--- src/design/dcpk_pkg.sv ---
// Types, constants and decode functions for the digital clock with pause key.
`timescale 1ns / 1ps

package dcpk_pkg;

    localparam int SCAN_DIGITS = 8;
    localparam int SCAN_W      = $clog2(SCAN_DIGITS);
    localparam int CFG_IDX_W   = 4;
    localparam int CFG_DATA_W  = 16;
    localparam int TICK_W      = 16;
    localparam int HOUR_W      = 5;
    localparam int MIN_W       = 6;
    localparam int SEC_W       = 6;
    localparam int SEG_W       = 7;
    localparam int DEB_W       = 8;

    localparam logic [TICK_W-1:0] TPS_RESET        = 16'd1000;
    localparam logic [HOUR_W-1:0] ALARM_HOUR_RESET = 5'd0;
    localparam logic [MIN_W-1:0]  ALARM_MIN_RESET  = 6'd0;
    localparam logic [SEC_W-1:0]  ALARM_SEC_RESET  = 6'd30;

    localparam logic [SEC_W-1:0]  SEC_LAST  = 6'd59;
    localparam logic [MIN_W-1:0]  MIN_LAST  = 6'd59;
    localparam logic [HOUR_W-1:0] HOUR_LAST = 5'd23;

    localparam logic [SEG_W-1:0]  SEG_DASH = 7'h40;

    // Configuration register indexes
    typedef enum logic [CFG_IDX_W-1:0] {
        REG_TICKS_PER_SECOND = 4'd0,
        REG_ALARM_HOUR       = 4'd1,
        REG_ALARM_MINUTE     = 4'd2,
        REG_ALARM_SECOND     = 4'd3
    } cfg_reg_t;

    // Display digit positions, left to right
    localparam logic [SCAN_W-1:0] DIG_HOUR_TENS  = 3'd0;
    localparam logic [SCAN_W-1:0] DIG_HOUR_UNITS = 3'd1;
    localparam logic [SCAN_W-1:0] DIG_DASH_HM    = 3'd2;
    localparam logic [SCAN_W-1:0] DIG_MIN_TENS   = 3'd3;
    localparam logic [SCAN_W-1:0] DIG_MIN_UNITS  = 3'd4;
    localparam logic [SCAN_W-1:0] DIG_DASH_MS    = 3'd5;
    localparam logic [SCAN_W-1:0] DIG_SEC_TENS   = 3'd6;
    localparam logic [SCAN_W-1:0] DIG_SEC_UNITS  = 3'd7;

    typedef struct packed {
        logic [SCAN_W-1:0] scan_digit;
        logic [SEG_W-1:0]  scan_segments;
        logic [HOUR_W-1:0] hours;
        logic [MIN_W-1:0]  minutes;
        logic [SEC_W-1:0]  seconds;
        logic              running;
        logic              alarm_flag;
    } result_t;

    typedef struct packed {
        logic [2:0] tens;
        logic [3:0] units;
    } bcd2_t;

    // Split a value below 60 into decimal digits
    function automatic bcd2_t bcd_split(input logic [5:0] v);
        bcd2_t r;
        if (v >= 6'd50)
        begin
            r.tens  = 3'd5;
            r.units = 4'(v - 6'd50);
        end
        else if (v >= 6'd40)
        begin
            r.tens  = 3'd4;
            r.units = 4'(v - 6'd40);
        end
        else if (v >= 6'd30)
        begin
            r.tens  = 3'd3;
            r.units = 4'(v - 6'd30);
        end
        else if (v >= 6'd20)
        begin
            r.tens  = 3'd2;
            r.units = 4'(v - 6'd20);
        end
        else if (v >= 6'd10)
        begin
            r.tens  = 3'd1;
            r.units = 4'(v - 6'd10);
        end
        else
        begin
            r.tens  = 3'd0;
            r.units = v[3:0];
        end
        return r;
    endfunction

    // Seven-segment code, gfedcba
    function automatic logic [SEG_W-1:0] seg_code(input logic [3:0] d);
        logic [SEG_W-1:0] s;
        unique case (d)
            4'd0:    s = 7'h3f;
            4'd1:    s = 7'h06;
            4'd2:    s = 7'h5b;
            4'd3:    s = 7'h4f;
            4'd4:    s = 7'h66;
            4'd5:    s = 7'h6d;
            4'd6:    s = 7'h7d;
            4'd7:    s = 7'h07;
            4'd8:    s = 7'h7f;
            4'd9:    s = 7'h6f;
            default: s = 7'h3f;
        endcase
        return s;
    endfunction

endpackage

--- src/design/digital_clock_with_pause_key_unit.sv ---
// Top level of the digital clock with pause key and scanned seven-segment output.
`timescale 1ns / 1ps

// Each accepted request is one tick carrying a raw key sample; it yields exactly one
// result: the scanned digit and its segment code, the time after the tick, the running
// state and the sticky alarm flag. While in_stall is low a new tick can be taken every
// clock cycle, since the whole tick update (debounce, tick count, time advance, press
// toggle, digit decode) is one pass of combinational logic into the state and result
// registers. A two-entry output buffer (result register plus skid register) lets the
// input keep flowing while a result waits; in_stall rises only when both entries are
// full. Configuration writes are always ready and take effect on the next tick.
module digital_clock_with_pause_key_unit
    import dcpk_pkg::*;
(
    input  logic                  clk,
    input  logic                  rst_n,
    input  logic                  in_valid,
    output logic                  in_stall,
    input  logic                  key_sample,
    output logic                  out_valid,
    input  logic                  out_stall,
    output logic [SCAN_W-1:0]     scan_digit,
    output logic [SEG_W-1:0]      scan_segments,
    output logic [HOUR_W-1:0]     hours,
    output logic [MIN_W-1:0]      minutes,
    output logic [SEC_W-1:0]      seconds,
    output logic                  running,
    output logic                  alarm_flag,
    input  logic                  cfg_valid,
    output logic                  cfg_ready,
    input  logic [CFG_IDX_W-1:0]  cfg_index,
    input  logic [CFG_DATA_W-1:0] cfg_data
);

    // Configuration registers
    logic [TICK_W-1:0] tps_reg;
    logic [HOUR_W-1:0] alarm_hour_reg;
    logic [MIN_W-1:0]  alarm_min_reg;
    logic [SEC_W-1:0]  alarm_sec_reg;

    // Clock state
    logic [DEB_W-1:0]  debounce_shift_reg, debounce_shift_next;
    logic              key_level_reg, key_level_next;
    logic              key_level_prev_reg;
    logic              run_flag_reg, run_flag_next;
    logic [TICK_W-1:0] tick_count_reg, tick_count_next;
    logic [SEC_W-1:0]  second_count_reg, second_count_next;
    logic [MIN_W-1:0]  minute_count_reg, minute_count_next;
    logic [HOUR_W-1:0] hour_count_reg, hour_count_next;
    logic              alarm_latch_reg, alarm_latch_next;
    logic [SCAN_W-1:0] scan_index_reg, scan_index_next;

    // Output buffer
    result_t           out_reg, skid_reg, result_next;
    logic              out_valid_reg, skid_valid_reg;

    logic              in_fire, out_fire;
    logic [TICK_W-1:0] tick_inc;
    logic              sec_tick;
    logic              press;
    logic [MIN_W-1:0]  digit_value;
    bcd2_t             digit_bcd;
    logic              digit_is_tens;

    assign cfg_ready = 1'b1;
    assign in_stall  = skid_valid_reg;
    assign in_fire   = in_valid && !skid_valid_reg;
    assign out_fire  = out_valid_reg && !out_stall;

    // Take configuration writes
    always_ff @(posedge clk or negedge rst_n)
    begin
        if (!rst_n)
        begin
            tps_reg        <= TPS_RESET;
            alarm_hour_reg <= ALARM_HOUR_RESET;
            alarm_min_reg  <= ALARM_MIN_RESET;
            alarm_sec_reg  <= ALARM_SEC_RESET;
        end
        else if (cfg_valid && cfg_ready)
        begin
            unique case (cfg_index)
                REG_TICKS_PER_SECOND: tps_reg        <= cfg_data;
                REG_ALARM_HOUR:       alarm_hour_reg <= cfg_data[HOUR_W-1:0];
                REG_ALARM_MINUTE:     alarm_min_reg  <= cfg_data[MIN_W-1:0];
                REG_ALARM_SECOND:     alarm_sec_reg  <= cfg_data[SEC_W-1:0];
                default: ;
            endcase
        end
    end

    // Debounce the key sample
    always_comb
    begin
        debounce_shift_next = {debounce_shift_reg[DEB_W-2:0], key_sample};
        if (debounce_shift_next == '1)
            key_level_next = 1'b1;
        else if (debounce_shift_next == '0)
            key_level_next = 1'b0;
        else
            key_level_next = key_level_reg;
    end

    // Count ticks and advance the time once per second
    always_comb
    begin
        tick_inc          = tick_count_reg + TICK_W'(1);
        sec_tick          = run_flag_reg && (tick_inc >= tps_reg);
        tick_count_next   = tick_count_reg;
        second_count_next = second_count_reg;
        minute_count_next = minute_count_reg;
        hour_count_next   = hour_count_reg;
        alarm_latch_next  = alarm_latch_reg;
        if (run_flag_reg)
            tick_count_next = sec_tick ? '0 : tick_inc;
        if (sec_tick)
        begin
            if (second_count_reg >= SEC_LAST)
            begin
                second_count_next = '0;
                if (minute_count_reg >= MIN_LAST)
                begin
                    minute_count_next = '0;
                    hour_count_next   = (hour_count_reg >= HOUR_LAST) ? '0
                                      : hour_count_reg + HOUR_W'(1);
                end
                else
                    minute_count_next = minute_count_reg + MIN_W'(1);
            end
            else
                second_count_next = second_count_reg + SEC_W'(1);
            if (hour_count_next == alarm_hour_reg && minute_count_next == alarm_min_reg
                && second_count_next == alarm_sec_reg)
                alarm_latch_next = 1'b1;
        end
    end

    // Toggle running on a debounced press
    assign press         = key_level_prev_reg && !key_level_next;
    assign run_flag_next = run_flag_reg ^ press;

    // Advance the scan position
    assign scan_index_next = (scan_index_reg == SCAN_W'(SCAN_DIGITS - 1)) ? '0
                           : scan_index_reg + SCAN_W'(1);

    // Pick the value shown at this scan position
    always_comb
    begin
        unique case (scan_index_reg)
            DIG_HOUR_TENS, DIG_HOUR_UNITS: digit_value = MIN_W'(hour_count_next);
            DIG_MIN_TENS, DIG_MIN_UNITS:   digit_value = minute_count_next;
            DIG_SEC_TENS, DIG_SEC_UNITS:   digit_value = second_count_next;
            default:                       digit_value = '0;
        endcase
        digit_is_tens = (scan_index_reg == DIG_HOUR_TENS) || (scan_index_reg == DIG_MIN_TENS)
                     || (scan_index_reg == DIG_SEC_TENS);
        digit_bcd     = bcd_split(digit_value);
    end

    // Assemble the result
    always_comb
    begin
        result_next.scan_digit = scan_index_reg;
        if (scan_index_reg == DIG_DASH_HM || scan_index_reg == DIG_DASH_MS)
            result_next.scan_segments = SEG_DASH;
        else if (digit_is_tens)
            result_next.scan_segments = seg_code({1'b0, digit_bcd.tens});
        else
            result_next.scan_segments = seg_code(digit_bcd.units);
        result_next.hours      = hour_count_next;
        result_next.minutes    = minute_count_next;
        result_next.seconds    = second_count_next;
        result_next.running    = run_flag_next;
        result_next.alarm_flag = alarm_latch_next;
    end

    // Update the clock state on each accepted tick
    always_ff @(posedge clk or negedge rst_n)
    begin
        if (!rst_n)
        begin
            debounce_shift_reg <= '1;
            key_level_reg      <= 1'b1;
            key_level_prev_reg <= 1'b1;
            run_flag_reg       <= 1'b1;
            tick_count_reg     <= '0;
            second_count_reg   <= '0;
            minute_count_reg   <= '0;
            hour_count_reg     <= '0;
            alarm_latch_reg    <= 1'b0;
            scan_index_reg     <= '0;
        end
        else if (in_fire)
        begin
            debounce_shift_reg <= debounce_shift_next;
            key_level_reg      <= key_level_next;
            key_level_prev_reg <= key_level_next;
            run_flag_reg       <= run_flag_next;
            tick_count_reg     <= tick_count_next;
            second_count_reg   <= second_count_next;
            minute_count_reg   <= minute_count_next;
            hour_count_reg     <= hour_count_next;
            alarm_latch_reg    <= alarm_latch_next;
            scan_index_reg     <= scan_index_next;
        end
    end

    // Hold results in the output and skid registers
    always_ff @(posedge clk or negedge rst_n)
    begin
        if (!rst_n)
        begin
            out_valid_reg  <= 1'b0;
            skid_valid_reg <= 1'b0;
        end
        else if (in_fire)
        begin
            if (out_valid_reg && !out_fire)
                skid_valid_reg <= 1'b1;
            else
                out_valid_reg <= 1'b1;
        end
        else if (out_fire)
        begin
            if (skid_valid_reg)
                skid_valid_reg <= 1'b0;
            else
                out_valid_reg <= 1'b0;
        end
    end

    always_ff @(posedge clk)
    begin
        if (in_fire)
        begin
            if (out_valid_reg && !out_fire)
                skid_reg <= result_next;
            else
                out_reg <= result_next;
        end
        else if (out_fire && skid_valid_reg)
            out_reg <= skid_reg;
    end

    assign out_valid     = out_valid_reg;
    assign scan_digit    = out_reg.scan_digit;
    assign scan_segments = out_reg.scan_segments;
    assign hours         = out_reg.hours;
    assign minutes       = out_reg.minutes;
    assign seconds       = out_reg.seconds;
    assign running       = out_reg.running;
    assign alarm_flag    = out_reg.alarm_flag;

endmodule

--- config.mk ---
export PLATFORM = sky130hd
export DESIGN_NAME = digital_clock_with_pause_key_unit
export DESIGN_NICKNAME = d
export VERILOG_FILES = /design/src/design/dcpk_pkg.sv /design/src/design/digital_clock_with_pause_key_unit.sv
export SDC_FILE = /design/constraint.sdc
export NUM_CORES = 1
export LEC_CHECK = 0
export ABC_AREA = 0
export CORE_AREA = 3 3 172 174
export DETAILED_ROUTE_END_ITERATION = 10
export DIE_AREA = 0 0 175 177
export DONT_BUFFER_PORTS = 1
export GPL_TIMING_DRIVEN = 0
export PLACE_DENSITY = 0.46
export SYNTH_ARGS = -nofsm -noshare
export SYNTH_HDL_FRONTEND = slang
export SYNTH_SLANG_ARGS = --single-unit
--- constraint.sdc ---
create_clock -name clk -period 10.1 [get_ports clk]
set_clock_uncertainty 0.05 [all_clocks]
set_input_delay 2.02 -clock clk [delete_from_list [all_inputs] [get_ports clk]]
set_output_delay 2.02 -clock clk [all_outputs]
set_load 0.01 [all_outputs]
==> flow_metrics.env <==
export IMPL_synthFlopType="dfrtp_1"
export IMPL_fmax_mhz=122
export IMPL_drt_initial_drc_count=469
export IMPL_timing_rr_end="scan_segments[4]"
export IMPL_drc=0
export IMPL_placedCellCount=1221
export IMPL_met2WireLength_um=10000
export IMPL_grt_pass1_wl_um=36000
export IMPL_coreArea_um2=27900
export IMPL_placementRows=61
export IMPL_final_common_cell="nand2_1"
export IMPL_cts_buffer_depth=2
export IMPL_path_max_fanout=10
export IMPL_synth_edf_count=58
export IMPL_slew_viol_final=0
export IMPL_ant_nets=0
export IMPL_drt_pass1_iterations=5
export IMPL_vdd_ir_drop_worst_v=0.000177
export IMPL_crit_slowest_cell="or4_4"
export IMPL_fin_cells=1253
export IMPL_grt_overflow=0
export IMPL_cts_resized=0
export IMPL_rsz0062_at_grt="no"
export IMPL_path_delay_family="simple AND/OR/NAND/NOR gates"
export IMPL_largest_reg_flops=29
export IMPL_postCtsHoldBufs=0
export IMPL_wl_per_cell_um=17.7
export IMPL_critical_path_max_stage_delay_ps=550
export IMPL_worstPathArrival_ps=8340
export IMPL_cpMostUsedCell="and3_1"
export IMPL_status="finished clean"
export IMPL_path_class="flop to flop"
export IMPL_power_leakage_nw=3.74
export IMPL_synth_nets=911
export IMPL_worst_setup_path_end_kind="flop"
export IMPL_htree_levels=4
export IMPL_hpwlAfterDp_um=16200
export IMPL_vias=6352
export IMPL_antenna_found_initial=0
export IMPL_r2r_start="tick_count_reg[0]"
export IMPL_clock_latency_ps=430
export IMPL_synth_warnings=0
export IMPL_die_w_um=175
export IMPL_post_cts_buffers=0
export IMPL_clk_pin_slew_ps=60
export IMPL_timing_final_ws_setup_ps=1890
export IMPL_gp_congestion=0.822
export IMPL_setup_viol=0
export IMPL_synth_seq_cells=139
export IMPL_ys_async_sr_fraction_pct=58.3
export IMPL_gr_usage_all_layers_pct=14.8
export IMPL_post_route_period_util_pct=81.3
export IMPL_synthCells=842
export IMPL_cts_buffers=17
export IMPL_power_density_nw_per_um2=376
export IMPL_cts_num_sinks=139
export IMPL_insertedDiodeCount=0
export IMPL_grt_pass1_vias=6257
export IMPL_initial_core_util_pct=30.1
export IMPL_port_buffers=0
export IMPL_maxCapViolations=0
export IMPL_cp_endpoint="scan_segments[4]"
export IMPL_tns_ps=0
export IMPL_met1Wirelength_um=10800
export IMPL_root_buffer="clkbuf_16"
export IMPL_die_h_um=177
export IMPL_grt_max_degree=82
export IMPL_syn_mean_instance_area_um2=9.98
export IMPL_ys_seq_area_share_pct=45.1
export IMPL_wl_met3_um=865
export IMPL_wirelength_um=22200
export IMPL_most_common_layout_cells="nand2_1 (107), o21ai_0 (74), dfrtp_1 (62)"
export IMPL_rrSetupSlack_ps=1890
export IMPL_die_area_um2=31000
export IMPL_post_route_min_period_ps=8210
export IMPL_critical_path_depth=30
export IMPL_critical_path_startpoint="tick_count_reg[0]"
export IMPL_worst_slew_pin_slew_ps=1070
export IMPL_via_per_inst=5.07
export IMPL_top_layer="met4"
export IMPL_startpoint_type="flop"
export IMPL_hp_class="flop to flop"
export IMPL_pre_cts_ws_ps=1870
export IMPL_synthDistinctLibCells=88
export IMPL_path_buf_inv=4
export IMPL_crit_required_ps=10230
export IMPL_hold_viol=0
export IMPL_timing_slew_headroom_pct=28.5
export IMPL_drive_gt1_share_pct=13.6
export IMPL_ff2ff_path_depth=30
export IMPL_area_growth_pct=13.0
export IMPL_cts_tree="yes"
export IMPL_ioPinCount=58
export IMPL_netlist_area_um2=8400
export IMPL_fin_nets=931
==> worst min path at each step <==
stage | from | endpoint | cells after the start
2_1_floorplan | alarm_latch_reg | alarm_latch_reg | 1
3_3_place_gp | alarm_latch_reg | alarm_latch_reg | 1
3_5_place_dp | alarm_latch_reg | alarm_latch_reg | 1
4_1_cts | alarm_latch_reg | alarm_latch_reg | 1
5_1_grt | alarm_latch_reg | alarm_latch_reg | 1
6_report | alarm_latch_reg | alarm_latch_reg | 1
==> cells by family after synthesis <==
kind of cell    share of synthesized area [%]
flops                                    45.1
buf+inv                                  3.99
xor+xnor                                 3.65
fa+ha+maj                                6.40
simple gates                             15.1
mux                                      5.41
compound gates                           20.3
other cells                            0.0446
==> layer usage <==
| metal | global-route usage, % | up-vias |
|---|---|---|
| met5 | 0 | - |
| met4 | 5.12 | 0 |
| met3 | 3.60 | 36 |
| met2 | 23.0 | 137 |
| met1 | 20.3 | 3058 |
| li1 | - | 3121 |
==> Yosys cell counts, drive strengths merged (16+ instances only) <==
| cell | n | area (µm²) |
|---|---|---|
| dfrtp | 62 | 1550 |
| nand2 | 107 | 402 |
| clkbuf | 29 | 109 |
| a21oi | 37 | 196 |
| xnor2 | 20 | 175 |
| inv | 36 | 138 |
| nand2b | 16 | 100 |
| mux2 | 31 | 360 |
| dfstp | 19 | 499 |
| ha | 43 | 538 |
| edfxtp | 58 | 1740 |
| nor2 | 47 | 179 |
| o21a | 31 | 233 |
| o21ai | 77 | 385 |
| nand3 | 21 | 105 |
==> through the flow <==
stage | utilization, % | instance area, µm² | power (mW) | hold WS (ps)
after floorplan | - | 8400 | 2.47 | 370
after global placement | 31.8 | 8870 | 2.92 | 381
after detailed placement | 31.9 | 8910 | 2.95 | 387
after CTS | 34.0 | 9490 | 3.59 | 402
after global routing | 34.0 | 9490 | 3.87 | 416
final | 34.0 | 9490 | 3.57 | 401
==> where the power goes <==
group	switching (mW)	internal, mW	total [mW]
registers	0.143	0.834	0.977
clock network	0.261	0.366	0.627
logic	1.16	0.802	1.96
==> worst register-to-register path, delay by kind of cell, from the launching register on <==
kind	cells	cell delay, ps
compound gates	10	2500
buf+inv	4	680
xor+xnor	1	80
mux	1	270
flops	1	460
simple gates	11	3130
fa+ha+maj	3	810
==> area by class of cell <==
type	instances	area, µm²
fill	2927	18400
buffer	42	198
inverter	36	138
clock buffer	19	433
timing repair buffer	1	27.5
tap	378	473
multi-input combinational	625	4290
clock inverter	13	145
sequential	139	3790
No activity file was read; power rests on OpenSTA's default activity.
